### config.mk
export PLATFORM = sky130hd
export DESIGN_NAME = wheel_rpm_from_capture_period_flat
export DESIGN_NICKNAME = d
export VERILOG_FILES = /design/src/rtl/core/wrpm_pkg.sv /design/src/rtl/core/wrpm_ifs.sv /design/src/rtl/core/wrpm_div.sv /design/src/rtl/core/wheel_rpm_from_capture_period.sv /design/src/flat_wrapper.sv
export SDC_FILE = /design/constraint.sdc
export NUM_CORES = 1
export LEC_CHECK = 0
export BUFFER_PORTS_ARGS = -buffer_cell sky130_fd_sc_hd__buf_2
export CORE_UTILIZATION = 45
export CTS_BUF_LIST = sky130_fd_sc_hd__clkbuf_4 sky130_fd_sc_hd__clkbuf_8 sky130_fd_sc_hd__clkbuf_16
export CTS_CLUSTER_DIAMETER = 100
export DETAILED_ROUTE_END_ITERATION = 16
export GPL_ROUTABILITY_DRIVEN = 1
export HOLD_SLACK_MARGIN = 0.06
export PLACE_DENSITY = 0.65
export SLEW_MARGIN = 5
export SYNTH_ARGS = -nofsm -noshare
export SYNTH_HDL_FRONTEND = slang
export SYNTH_HIERARCHICAL = 1
export SYNTH_SLANG_ARGS = --single-unit
export TNS_END_PERCENT = 1
### constraint.sdc
create_clock -name clk -period 7.4 [get_ports clk]
set_input_delay 1.11 -clock clk [delete_from_list [all_inputs] [get_ports clk]]
set_output_delay 1.11 -clock clk [all_outputs]
set_load 0.02 [all_outputs]
### src/rtl/core/wrpm_pkg.sv
`timescale 1ns / 1ps
// ----------------------------------------------------------------------------
// wrpm_pkg: shared definitions of the wheel tachometer
// Field widths, register indexes, reset values and the divider handshake.
// ----------------------------------------------------------------------------
package wrpm_pkg;

	localparam int WHEELS_DEFAULT        = 4;
	localparam int CAPTURE_DEPTH_DEFAULT = 8;
	localparam int MAX_WHEELS            = 4;

	localparam int WHEEL_W = 2;
	localparam int STAMP_W = 16;
	localparam int RPM_W   = 16;
	localparam int NUM_W   = 32;
	localparam int CNT_W   = 8;
	localparam int STALL_W = 8;

	localparam int CFG_IDX_W  = 2;
	localparam int CFG_DATA_W = 32;

	localparam int DIV_STEPS  = RPM_W;
	localparam int DIV_STEP_W = $clog2(DIV_STEPS);

	localparam logic [NUM_W-1:0]   RPM_NUMERATOR_RESET = 32'd2520000000;
	localparam logic [STALL_W-1:0] STALL_TICKS_RESET   = 8'd20;
	localparam logic [RPM_W-1:0]   MIN_CHANGE_RESET    = 16'd1;

	localparam logic ACTION_CAPTURE = 1'b0;
	localparam logic ACTION_TICK    = 1'b1;

	typedef enum logic [CFG_IDX_W-1:0] {
		CFG_RPM_NUMERATOR = 2'd0,
		CFG_STALL_TICKS   = 2'd1,
		CFG_MIN_CHANGE    = 2'd2
	} cfg_index_t;

	typedef struct packed {
		logic             start;
		logic [NUM_W-1:0] numer;
		logic [RPM_W-1:0] denom;
	} div_req_t;

	typedef struct packed {
		logic             done;
		logic [RPM_W-1:0] quotient;
	} div_rsp_t;

endpackage

### src/rtl/core/wrpm_ifs.sv
`timescale 1ns / 1ps
// ----------------------------------------------------------------------------
// wrpm_ifs: channels of the wheel tachometer
// Input item channel, result channel and configuration write channel.
// ----------------------------------------------------------------------------
interface wrpm_in_if;
	logic                        valid;
	logic                        ready;
	logic                        action;
	logic [wrpm_pkg::WHEEL_W-1:0] wheel;
	logic [wrpm_pkg::STAMP_W-1:0] timestamp;

	modport source (output valid, action, wheel, timestamp, input ready);
	modport sink (input valid, action, wheel, timestamp, output ready);
endinterface

interface wrpm_out_if;
	logic                       valid;
	logic                       ready;
	logic [wrpm_pkg::RPM_W-1:0] rpm_fl;
	logic [wrpm_pkg::RPM_W-1:0] rpm_fr;
	logic [wrpm_pkg::RPM_W-1:0] rpm_rl;
	logic [wrpm_pkg::RPM_W-1:0] rpm_rr;

	modport source (output valid, rpm_fl, rpm_fr, rpm_rl, rpm_rr, input ready);
	modport sink (input valid, rpm_fl, rpm_fr, rpm_rl, rpm_rr, output ready);
endinterface

interface wrpm_cfg_if;
	logic                            valid;
	logic                            ready;
	logic [wrpm_pkg::CFG_IDX_W-1:0]  index;
	logic [wrpm_pkg::CFG_DATA_W-1:0] data;

	modport source (output valid, index, data, input ready);
	modport sink (input valid, index, data, output ready);
endinterface

### src/rtl/core/wrpm_div.sv
`timescale 1ns / 1ps
// ----------------------------------------------------------------------------
// wrpm_div: saturating 32 by 16 bit divider
// Restoring division, one quotient bit per cycle; quotients that do not fit
// in 16 bits, and division by zero, give all ones at once.
// ----------------------------------------------------------------------------
module wrpm_div (
	input  logic               clk,
	input  logic               arst_n,
	input  wrpm_pkg::div_req_t req,
	output wrpm_pkg::div_rsp_t rsp
);

	localparam int RW = wrpm_pkg::RPM_W;

	typedef enum logic [1:0] {
		DV_IDLE = 2'b01,
		DV_RUN  = 2'b10
	} div_state_t;

	div_state_t                        state_q;
	logic [wrpm_pkg::DIV_STEP_W-1:0]   step_q;
	logic                              done_q;
	logic [RW-1:0]                     rem_q;
	logic [RW-1:0]                     quot_q;
	logic [RW-1:0]                     denom_q;

	logic          launch;
	logic          overflow;
	logic [RW:0]   shifted;
	logic [RW:0]   trial;
	logic          fits;

	assign launch   = req.start && (state_q == DV_IDLE);
	assign overflow = req.numer[wrpm_pkg::NUM_W-1:RW] >= req.denom;
	assign shifted  = {rem_q, quot_q[RW-1]};
	assign trial    = shifted - {1'b0, denom_q};
	assign fits     = shifted >= {1'b0, denom_q};

	always_ff @(posedge clk or negedge arst_n) begin
		if (!arst_n) begin
			state_q <= DV_IDLE;
			step_q  <= '0;
			done_q  <= 1'b0;
		end else begin
			done_q <= 1'b0;
			case (state_q)
				DV_IDLE: begin
					if (launch) begin
						if (overflow) begin
							done_q <= 1'b1;
						end else begin
							state_q <= DV_RUN;
							step_q  <= '0;
						end
					end
				end
				DV_RUN: begin
					step_q <= step_q + 1'b1;
					if (step_q == wrpm_pkg::DIV_STEP_W'(wrpm_pkg::DIV_STEPS - 1)) begin
						state_q <= DV_IDLE;
						done_q  <= 1'b1;
					end
				end
				default: begin
					state_q <= DV_IDLE;
				end
			endcase
		end
	end

	always_ff @(posedge clk) begin
		if (launch) begin
			denom_q <= req.denom;
			if (overflow) begin
				quot_q <= '1;
			end else begin
				rem_q  <= req.numer[wrpm_pkg::NUM_W-1:RW];
				quot_q <= req.numer[RW-1:0];
			end
		end else if (state_q == DV_RUN) begin
			rem_q  <= fits ? trial[RW-1:0] : shifted[RW-1:0];
			quot_q <= {quot_q[RW-2:0], fits};
		end
	end

	assign rsp.done     = done_q;
	assign rsp.quotient = quot_q;

endmodule

### src/rtl/core/wheel_rpm_from_capture_period.sv
`timescale 1ns / 1ps
// ----------------------------------------------------------------------------
// wheel_rpm_from_capture_period: four-wheel period tachometer
// Collects timer stamps per wheel and turns the last period into rpm on
// every measurement tick, reporting when any wheel has changed enough.
// ----------------------------------------------------------------------------
// A capture item is taken in ST_IDLE and the block stays ready for the next
// item. A tick item walks the wheels one after another: a wheel without two
// stamps goes from ST_WHEEL straight to ST_CMP, and a wheel with a new period
// waits in ST_DIV for the shared divider, which produces one quotient bit per
// cycle or gives all ones at once when the quotient saturates. After the last
// wheel the block waits in ST_FIN for the result register to empty when a
// report is due. Captures are accepted while a report waits to be taken.
module wheel_rpm_from_capture_period #(
	parameter int WHEELS        = wrpm_pkg::WHEELS_DEFAULT,
	parameter int CAPTURE_DEPTH = wrpm_pkg::CAPTURE_DEPTH_DEFAULT
) (
	input  logic       clk,
	input  logic       arst_n,
	wrpm_in_if.sink    in_ch,
	wrpm_out_if.source out_ch,
	wrpm_cfg_if.sink   cfg
);

	localparam int WW     = (WHEELS > 1) ? $clog2(WHEELS) : 1;
	localparam int WCMP_W = wrpm_pkg::WHEEL_W + 1;
	localparam int RW     = wrpm_pkg::RPM_W;
	localparam int CW     = wrpm_pkg::CNT_W;

	typedef enum logic [4:0] {
		ST_IDLE  = 5'b00001,
		ST_WHEEL = 5'b00010,
		ST_DIV   = 5'b00100,
		ST_CMP   = 5'b01000,
		ST_FIN   = 5'b10000
	} seq_state_t;

	seq_state_t                     state_q;
	logic [WW-1:0]                  w_q;
	logic                           changed_q;
	logic [wrpm_pkg::NUM_W-1:0]     rpm_num_q;
	logic [wrpm_pkg::STALL_W-1:0]   stall_q;
	logic [RW-1:0]                  min_change_q;
	logic [CW-1:0]                  capture_count_q [WHEELS];
	logic [wrpm_pkg::STALL_W-1:0]   quiet_ticks_q [WHEELS];
	logic [RW-1:0]                  current_rpm_q [WHEELS];
	logic [RW-1:0]                  reported_rpm_q [WHEELS];
	logic [wrpm_pkg::STAMP_W-1:0]   newest_stamp_q [WHEELS];
	logic [wrpm_pkg::STAMP_W-1:0]   older_stamp_q [WHEELS];
	logic                           out_valid_q;
	logic [RW-1:0]                  out_rpm_q [wrpm_pkg::MAX_WHEELS];

	logic                           in_fire;
	logic                           wheel_ok;
	logic                           capture_go;
	logic [WW-1:0]                  wsel;
	logic [CW-1:0]                  cnt_rd;
	logic [wrpm_pkg::STALL_W-1:0]   quiet_rd;
	logic [RW-1:0]                  cur_rd;
	logic [RW-1:0]                  rep_rd;
	logic [RW-1:0]                  rpm_delta;
	logic                           has_period;
	logic                           out_free;
	logic                           report_go;
	logic                           last_wheel;
	logic [RW-1:0]                  cur_ext [wrpm_pkg::MAX_WHEELS];
	wrpm_pkg::div_req_t             div_req;
	wrpm_pkg::div_rsp_t             div_rsp;

	assign in_ch.ready = (state_q == ST_IDLE);
	assign cfg.ready   = 1'b1;
	assign in_fire     = in_ch.valid && in_ch.ready;
	assign wheel_ok    = {1'b0, in_ch.wheel} < WCMP_W'(WHEELS);
	assign wsel        = (state_q == ST_IDLE) ? WW'(in_ch.wheel) : w_q;

	assign cnt_rd   = capture_count_q[wsel];
	assign quiet_rd = quiet_ticks_q[wsel];
	assign cur_rd   = current_rpm_q[wsel];
	assign rep_rd   = reported_rpm_q[wsel];

	assign capture_go = in_fire && (in_ch.action == wrpm_pkg::ACTION_CAPTURE) && wheel_ok
		&& (cnt_rd < CW'(CAPTURE_DEPTH));
	assign has_period = cnt_rd >= CW'(2);
	assign rpm_delta  = (cur_rd >= rep_rd) ? (cur_rd - rep_rd) : (rep_rd - cur_rd);
	assign last_wheel = (w_q == WW'(WHEELS - 1));
	assign out_free   = !out_valid_q || out_ch.ready;
	assign report_go  = (state_q == ST_FIN) && changed_q && out_free;

	assign div_req.start = (state_q == ST_WHEEL) && has_period;
	assign div_req.numer = rpm_num_q;
	assign div_req.denom = newest_stamp_q[wsel] - older_stamp_q[wsel];

	wrpm_div u_div (
		.clk   (clk),
		.arst_n(arst_n),
		.req   (div_req),
		.rsp   (div_rsp)
	);

	always_ff @(posedge clk or negedge arst_n) begin
		if (!arst_n) begin
			rpm_num_q    <= wrpm_pkg::RPM_NUMERATOR_RESET;
			stall_q      <= wrpm_pkg::STALL_TICKS_RESET;
			min_change_q <= wrpm_pkg::MIN_CHANGE_RESET;
		end else if (cfg.valid && cfg.ready) begin
			case (cfg.index)
				wrpm_pkg::CFG_RPM_NUMERATOR: rpm_num_q <= cfg.data;
				wrpm_pkg::CFG_STALL_TICKS:   stall_q <= cfg.data[wrpm_pkg::STALL_W-1:0];
				wrpm_pkg::CFG_MIN_CHANGE:    min_change_q <= cfg.data[RW-1:0];
				default: begin
				end
			endcase
		end
	end

	always_ff @(posedge clk or negedge arst_n) begin
		if (!arst_n) begin
			state_q   <= ST_IDLE;
			w_q       <= '0;
			changed_q <= 1'b0;
			for (int i = 0; i < WHEELS; i++) begin
				capture_count_q[i] <= '0;
				quiet_ticks_q[i]   <= '0;
				current_rpm_q[i]   <= '0;
				reported_rpm_q[i]  <= '0;
			end
		end else begin
			case (state_q)
				ST_IDLE: begin
					if (capture_go) begin
						capture_count_q[wsel] <= cnt_rd + 1'b1;
					end
					if (in_fire && (in_ch.action == wrpm_pkg::ACTION_TICK)) begin
						state_q   <= ST_WHEEL;
						w_q       <= '0;
						changed_q <= 1'b0;
					end
				end
				ST_WHEEL: begin
					if (has_period) begin
						state_q <= ST_DIV;
					end else begin
						state_q <= ST_CMP;
						if (quiet_rd <= stall_q) begin
							if (quiet_rd != '1) begin
								quiet_ticks_q[wsel] <= quiet_rd + 1'b1;
							end
						end else begin
							current_rpm_q[wsel]   <= '0;
							quiet_ticks_q[wsel]   <= '0;
							capture_count_q[wsel] <= '0;
						end
					end
				end
				ST_DIV: begin
					if (div_rsp.done) begin
						current_rpm_q[wsel]   <= div_rsp.quotient;
						quiet_ticks_q[wsel]   <= '0;
						capture_count_q[wsel] <= '0;
						state_q               <= ST_CMP;
					end
				end
				ST_CMP: begin
					if (rpm_delta >= min_change_q) begin
						changed_q <= 1'b1;
					end
					if (last_wheel) begin
						state_q <= ST_FIN;
					end else begin
						w_q     <= w_q + 1'b1;
						state_q <= ST_WHEEL;
					end
				end
				ST_FIN: begin
					if (!changed_q || out_free) begin
						state_q <= ST_IDLE;
					end
					if (report_go) begin
						for (int i = 0; i < WHEELS; i++) begin
							reported_rpm_q[i] <= current_rpm_q[i];
						end
					end
				end
				default: begin
					state_q <= ST_IDLE;
				end
			endcase
		end
	end

	always_ff @(posedge clk) begin
		if (capture_go) begin
			older_stamp_q[wsel]  <= newest_stamp_q[wsel];
			newest_stamp_q[wsel] <= in_ch.timestamp;
		end
	end

	for (genvar g = 0; g < wrpm_pkg::MAX_WHEELS; g++) begin : g_ext
		if (g < WHEELS) begin : g_on
			assign cur_ext[g] = current_rpm_q[g];
		end else begin : g_off
			assign cur_ext[g] = '0;
		end
	end

	always_ff @(posedge clk or negedge arst_n) begin
		if (!arst_n) begin
			out_valid_q <= 1'b0;
		end else if (report_go) begin
			out_valid_q <= 1'b1;
		end else if (out_ch.ready) begin
			out_valid_q <= 1'b0;
		end
	end

	always_ff @(posedge clk) begin
		if (report_go) begin
			for (int i = 0; i < wrpm_pkg::MAX_WHEELS; i++) begin
				out_rpm_q[i] <= cur_ext[i];
			end
		end
	end

	assign out_ch.valid  = out_valid_q;
	assign out_ch.rpm_fl = out_rpm_q[0];
	assign out_ch.rpm_fr = out_rpm_q[1];
	assign out_ch.rpm_rl = out_rpm_q[2];
	assign out_ch.rpm_rr = out_rpm_q[3];

endmodule

### src/flat_wrapper.sv
// flat-port wrapper written by rule: the top's interface ports become plain ports
module wheel_rpm_from_capture_period_flat 
#(
	parameter int WHEELS        = wrpm_pkg::WHEELS_DEFAULT,
	parameter int CAPTURE_DEPTH = wrpm_pkg::CAPTURE_DEPTH_DEFAULT
)
  (clk, arst_n, in_ch_valid, in_ch_action, in_ch_wheel, in_ch_timestamp, in_ch_ready, out_ch_valid, out_ch_rpm_fl, out_ch_rpm_fr, out_ch_rpm_rl, out_ch_rpm_rr, out_ch_ready, cfg_valid, cfg_index, cfg_data, cfg_ready);
  wrpm_in_if in_ch_i ();
  wrpm_out_if out_ch_i ();
  wrpm_cfg_if cfg_i ();
  input  logic clk;
  input  logic arst_n;
  input wire logic [$bits(in_ch_i.valid)-1:0] in_ch_valid;
  input wire logic [$bits(in_ch_i.action)-1:0] in_ch_action;
  input wire logic [$bits(in_ch_i.wheel)-1:0] in_ch_wheel;
  input wire logic [$bits(in_ch_i.timestamp)-1:0] in_ch_timestamp;
  output wire logic [$bits(in_ch_i.ready)-1:0] in_ch_ready;
  output wire logic [$bits(out_ch_i.valid)-1:0] out_ch_valid;
  output wire logic [$bits(out_ch_i.rpm_fl)-1:0] out_ch_rpm_fl;
  output wire logic [$bits(out_ch_i.rpm_fr)-1:0] out_ch_rpm_fr;
  output wire logic [$bits(out_ch_i.rpm_rl)-1:0] out_ch_rpm_rl;
  output wire logic [$bits(out_ch_i.rpm_rr)-1:0] out_ch_rpm_rr;
  input wire logic [$bits(out_ch_i.ready)-1:0] out_ch_ready;
  input wire logic [$bits(cfg_i.valid)-1:0] cfg_valid;
  input wire logic [$bits(cfg_i.index)-1:0] cfg_index;
  input wire logic [$bits(cfg_i.data)-1:0] cfg_data;
  output wire logic [$bits(cfg_i.ready)-1:0] cfg_ready;
  assign in_ch_i.valid = in_ch_valid;
  assign in_ch_i.action = in_ch_action;
  assign in_ch_i.wheel = in_ch_wheel;
  assign in_ch_i.timestamp = in_ch_timestamp;
  assign in_ch_ready = in_ch_i.ready;
  assign out_ch_valid = out_ch_i.valid;
  assign out_ch_rpm_fl = out_ch_i.rpm_fl;
  assign out_ch_rpm_fr = out_ch_i.rpm_fr;
  assign out_ch_rpm_rl = out_ch_i.rpm_rl;
  assign out_ch_rpm_rr = out_ch_i.rpm_rr;
  assign out_ch_i.ready = out_ch_ready;
  assign cfg_i.valid = cfg_valid;
  assign cfg_i.index = cfg_index;
  assign cfg_i.data = cfg_data;
  assign cfg_ready = cfg_i.ready;
  wheel_rpm_from_capture_period #(.WHEELS(WHEELS), .CAPTURE_DEPTH(CAPTURE_DEPTH)) u_core (.clk(clk), .arst_n(arst_n), .in_ch(in_ch_i), .out_ch(out_ch_i), .cfg(cfg_i));
endmodule
==> impl_metrics.csv <==
group,metric,value,unit
placed_design,gp_congestion,0.891,
clock_network,numCtsBuffers,52,
sta,slew_headroom,28.0,%
layout,drive_gt1_share,28.4,%
power_and_ir_drop,total_power,10.6,mW
worst_setup_path,path_class,"reg2reg",
drt,remaining_drc_errors,0,
drt,wl_per_cell,19.4,microns
floorplan,dieArea,0.0555,sq mm
layout,fillers,4566,
hold_path,hold_class,"reg2reg",
worst_setup_path,crit_path_start_kind,"register",
sta,tightest_slew,1050,ps
run_status,outcome,"complete, no violations",
floorplan,num_rows,85,
worst_setup_path,end_kind,"register",
synth,yosys_warnings,6,
synth,ys_ff_latch,504,
drt,first_iter_violations,926,
synth,synth-async-reset-ratio,52.4,%
sta,finalHoldViolCount,0,
sta,rsz0062_at_grt,"false",
sta,maxSlewViolCount,0,
sta,tns,0,ps
worst_setup_path,path_max_fanout,41,
power_and_ir_drop,p_per_area,386,mW/mm^2
grt,grt_util_all_layers,19.0,%
sta,finClkSkew,16.7,ps
clock_network,worstSkewPairLatency,600,ps
grt,grt_pass1_vias,15200,
clock_network,tritoncts,"built",
synth,synth_top_family_by_area,"multiplexers",
worst_setup_path,crit_arrival,6790,ps
drt,vias,14500,
power_and_ir_drop,leakage,12.2,nW
clock_network,hold_buffers,0,
floorplan,die_w,236,microns
clock_network,cts_root_buffer,"clkbuf_16",
floorplan,start_util,45.6,%
grt,antenna_found_initial,1,
synth,synth_fp_nets,1947,
drt,avgViaCountPerCell,5.49,
synth,synthXorXnorAreaFrac,1.57,%
placed_design,dp_cells,2545,
worst_setup_path,crit_required,7840,ps
synth,synth.area.top_cells,"edfxtp_1 29%, dfrtp_1 25%, mux2_2 7.6%, mux4_2 7.0%, ha_1 5.5%",
layout,postLayoutCoreUtil,51.2,%
placed_design,io_buffers,123,
clock_network,clk_pin_slew,70,ps
layout,layout_common_cells,"249 x dfrtp_1, 240 x edfxtp_1, 165 x mux2_2",
drt,drt_wl_total,51400,microns
placed_design,hpwl,36600,microns
layout,syn_to_final_growth,12.3,%
synth,muxShareOfSynthArea,18.8,%
layout,layout_commonest_cell,"dfrtp_1",
clock_network,htree_levels,2,
synth,synthCells,1777,
sta,holdWs,480,ps
synth,syn_avg_cell_area,13.8,sq um
synth,ys.flop_type,"dfrtp_1",
clock_network,clk_path_buf_depth,3,
floorplan,die-height,236,microns
hold_path,whs_path_depth,1,
layout,final_cells,2642,
floorplan,ios,125,
sta,fin_crit,6350,ps
synth,synth-compound-area-share,7.02,%
synth,synthSimpleGateAreaFrac,6.95,%
synth,synthAdderAreaFrac,5.83,%
layout,layout.nets,2073,
flow_run,cap_violations,0,
worst_setup_path,rr_worst_depth,22,
clock_network,numClockSinks,504,
clock_network,post_cts_buffers,0,
synth,synth_top_area_share,29.4,%
clock_network,cts_resized,0,
synth,synth_top_area_cell,"edfxtp_1",
synth,seq_area_frac_synth,56.4,%
layout,antenna_cells,0,
drt,detail-route-antenna-nets,0,
grt,grt_max_degree,136,
drt,drtPass1Iterations,5,
power_and_ir_drop,ir_drop,0.216,mV
floorplan,core_area,0.0538,sq mm
synth,synthesis.area,0.0245,sq mm
grt,grt_overflow,0,
sta,fin_crit_sh,85.8,%
grt,grt_pass1_wl,83700,microns
synth,synth_edf_count,240,
synth,synth_cell_type_count,84,
sta,setup_viol,0,
sta,fmax,0.158,GHz
final timing paths:
kind                                            from                        end  slack [ps]
max                                u_core/state_q[3]           u_core/changed_q        1050
min reg2reg                u_core/capture_count_q[5]  u_core/capture_count_q[5]         480
max in group asynchronous                     arst_n         u_core/cur_ext[28]        5470
min in group asynchronous                     arst_n         u_core/cur_ext[36]         650
min                        u_core/capture_count_q[5]  u_core/capture_count_q[5]         480
max reg2reg                        u_core/state_q[3]           u_core/changed_q        1050
critical path, stage by stage, from the launching register on:
cell and delay, ps:
dfrtp_1 410, nor3_1 350, nand2_1 190, inv_2 160, mux2_4 620, buf_4 460
mux4_2 390, ha_1 410, a21oi_1 230, o21ai_0 130, nor3_1 220, o211ai_1 140
a41o_1 390, buf_4 260, a211oi_1 250, o22ai_1 170, a22oi_1 190, xnor2_1 170
ha_1 290, a2111oi_0 390, nand2_1 110, nor2_1 130, o211ai_1 100
per-layer routing:
metal  wire length (microns)  vias to the layer above  GRT usage (%)
li1                        -                     6800              -
met4                    1430                        2           6.24
met2                   25400                      248           32.4
met1                   22800                     7357           24.8
met3                    1800                       91           2.86
met5                      13                        -              0
where the power goes:
group | total [mW] | internal, mW | switching, mW
Combinational | 4.45 | 1.90 | 2.55
Sequential | 3.59 | 3.42 | 0.170
Clock | 2.61 | 1.52 | 1.09
Total | 10.6 | 6.84 | 3.81
Yosys cell counts (19+ instances only):
master    instances
edfxtp_1        240
a21o_1           37
clkbuf_1         27
nand3_1          24
xnor2_1          25
mux2_4           31
xor2_1           19
nand2_1          62
and2_1           30
nor2b_1          23
mux2_2          166
ha_1            108
a21oi_1          87
mux4_2           76
buf_2            23
o21ai_0          42
nor2_1           99
dfrtp_1         249
mux2_1           35
inv_1           125
cell families after synthesis:
family	Yosys count
and+or+nand+nor	331
buffers and inverters	197
xor gates and xnor gates	44
other	1
adders and majority gates	112
DFF	504
AOI/OAI and AO/OA	263
muxes	325
area by class of cell:
class | count | area [sq um] | share of cell area, %
clock buffers | 61 | 1390 | 5.03
clock inverters | 36 | 319 | 1.16
inverters | 127 | 477 | 1.73
multi-input cells | 1076 | 9910 | 35.9
flip-flops and latches | 504 | 13800 | 50.2
well taps | 696 | 871 | 3.16
repair buffers | 142 | 781 | 2.83
per-stage QoR:
stage          cell area (sq um)  setup WS, ps
2_1_floorplan              24500           789
3_3_place_gp               25900           886
3_5_place_dp               25900           826
4_1_cts                    27600          1070
5_1_grt                    27600           428
6_report                   27600          1050
sequential cells by signal, indices dropped and copies added (netlist names), 32 cells and up:
| signal | cells |
|---|---|
| u_core/cur_ext | 64 |
| u_core/newest_stamp_q | 64 |
| u_core/quiet_ticks_q | 32 |
| u_core/older_stamp_q | 64 |
| u_core/reported_rpm_q | 64 |
| u_core/rpm_num_q | 32 |
| u_core/out_rpm_q | 64 |
| u_core/capture_count_q | 32 |
No activity file was read; power rests on OpenSTA's default activity.
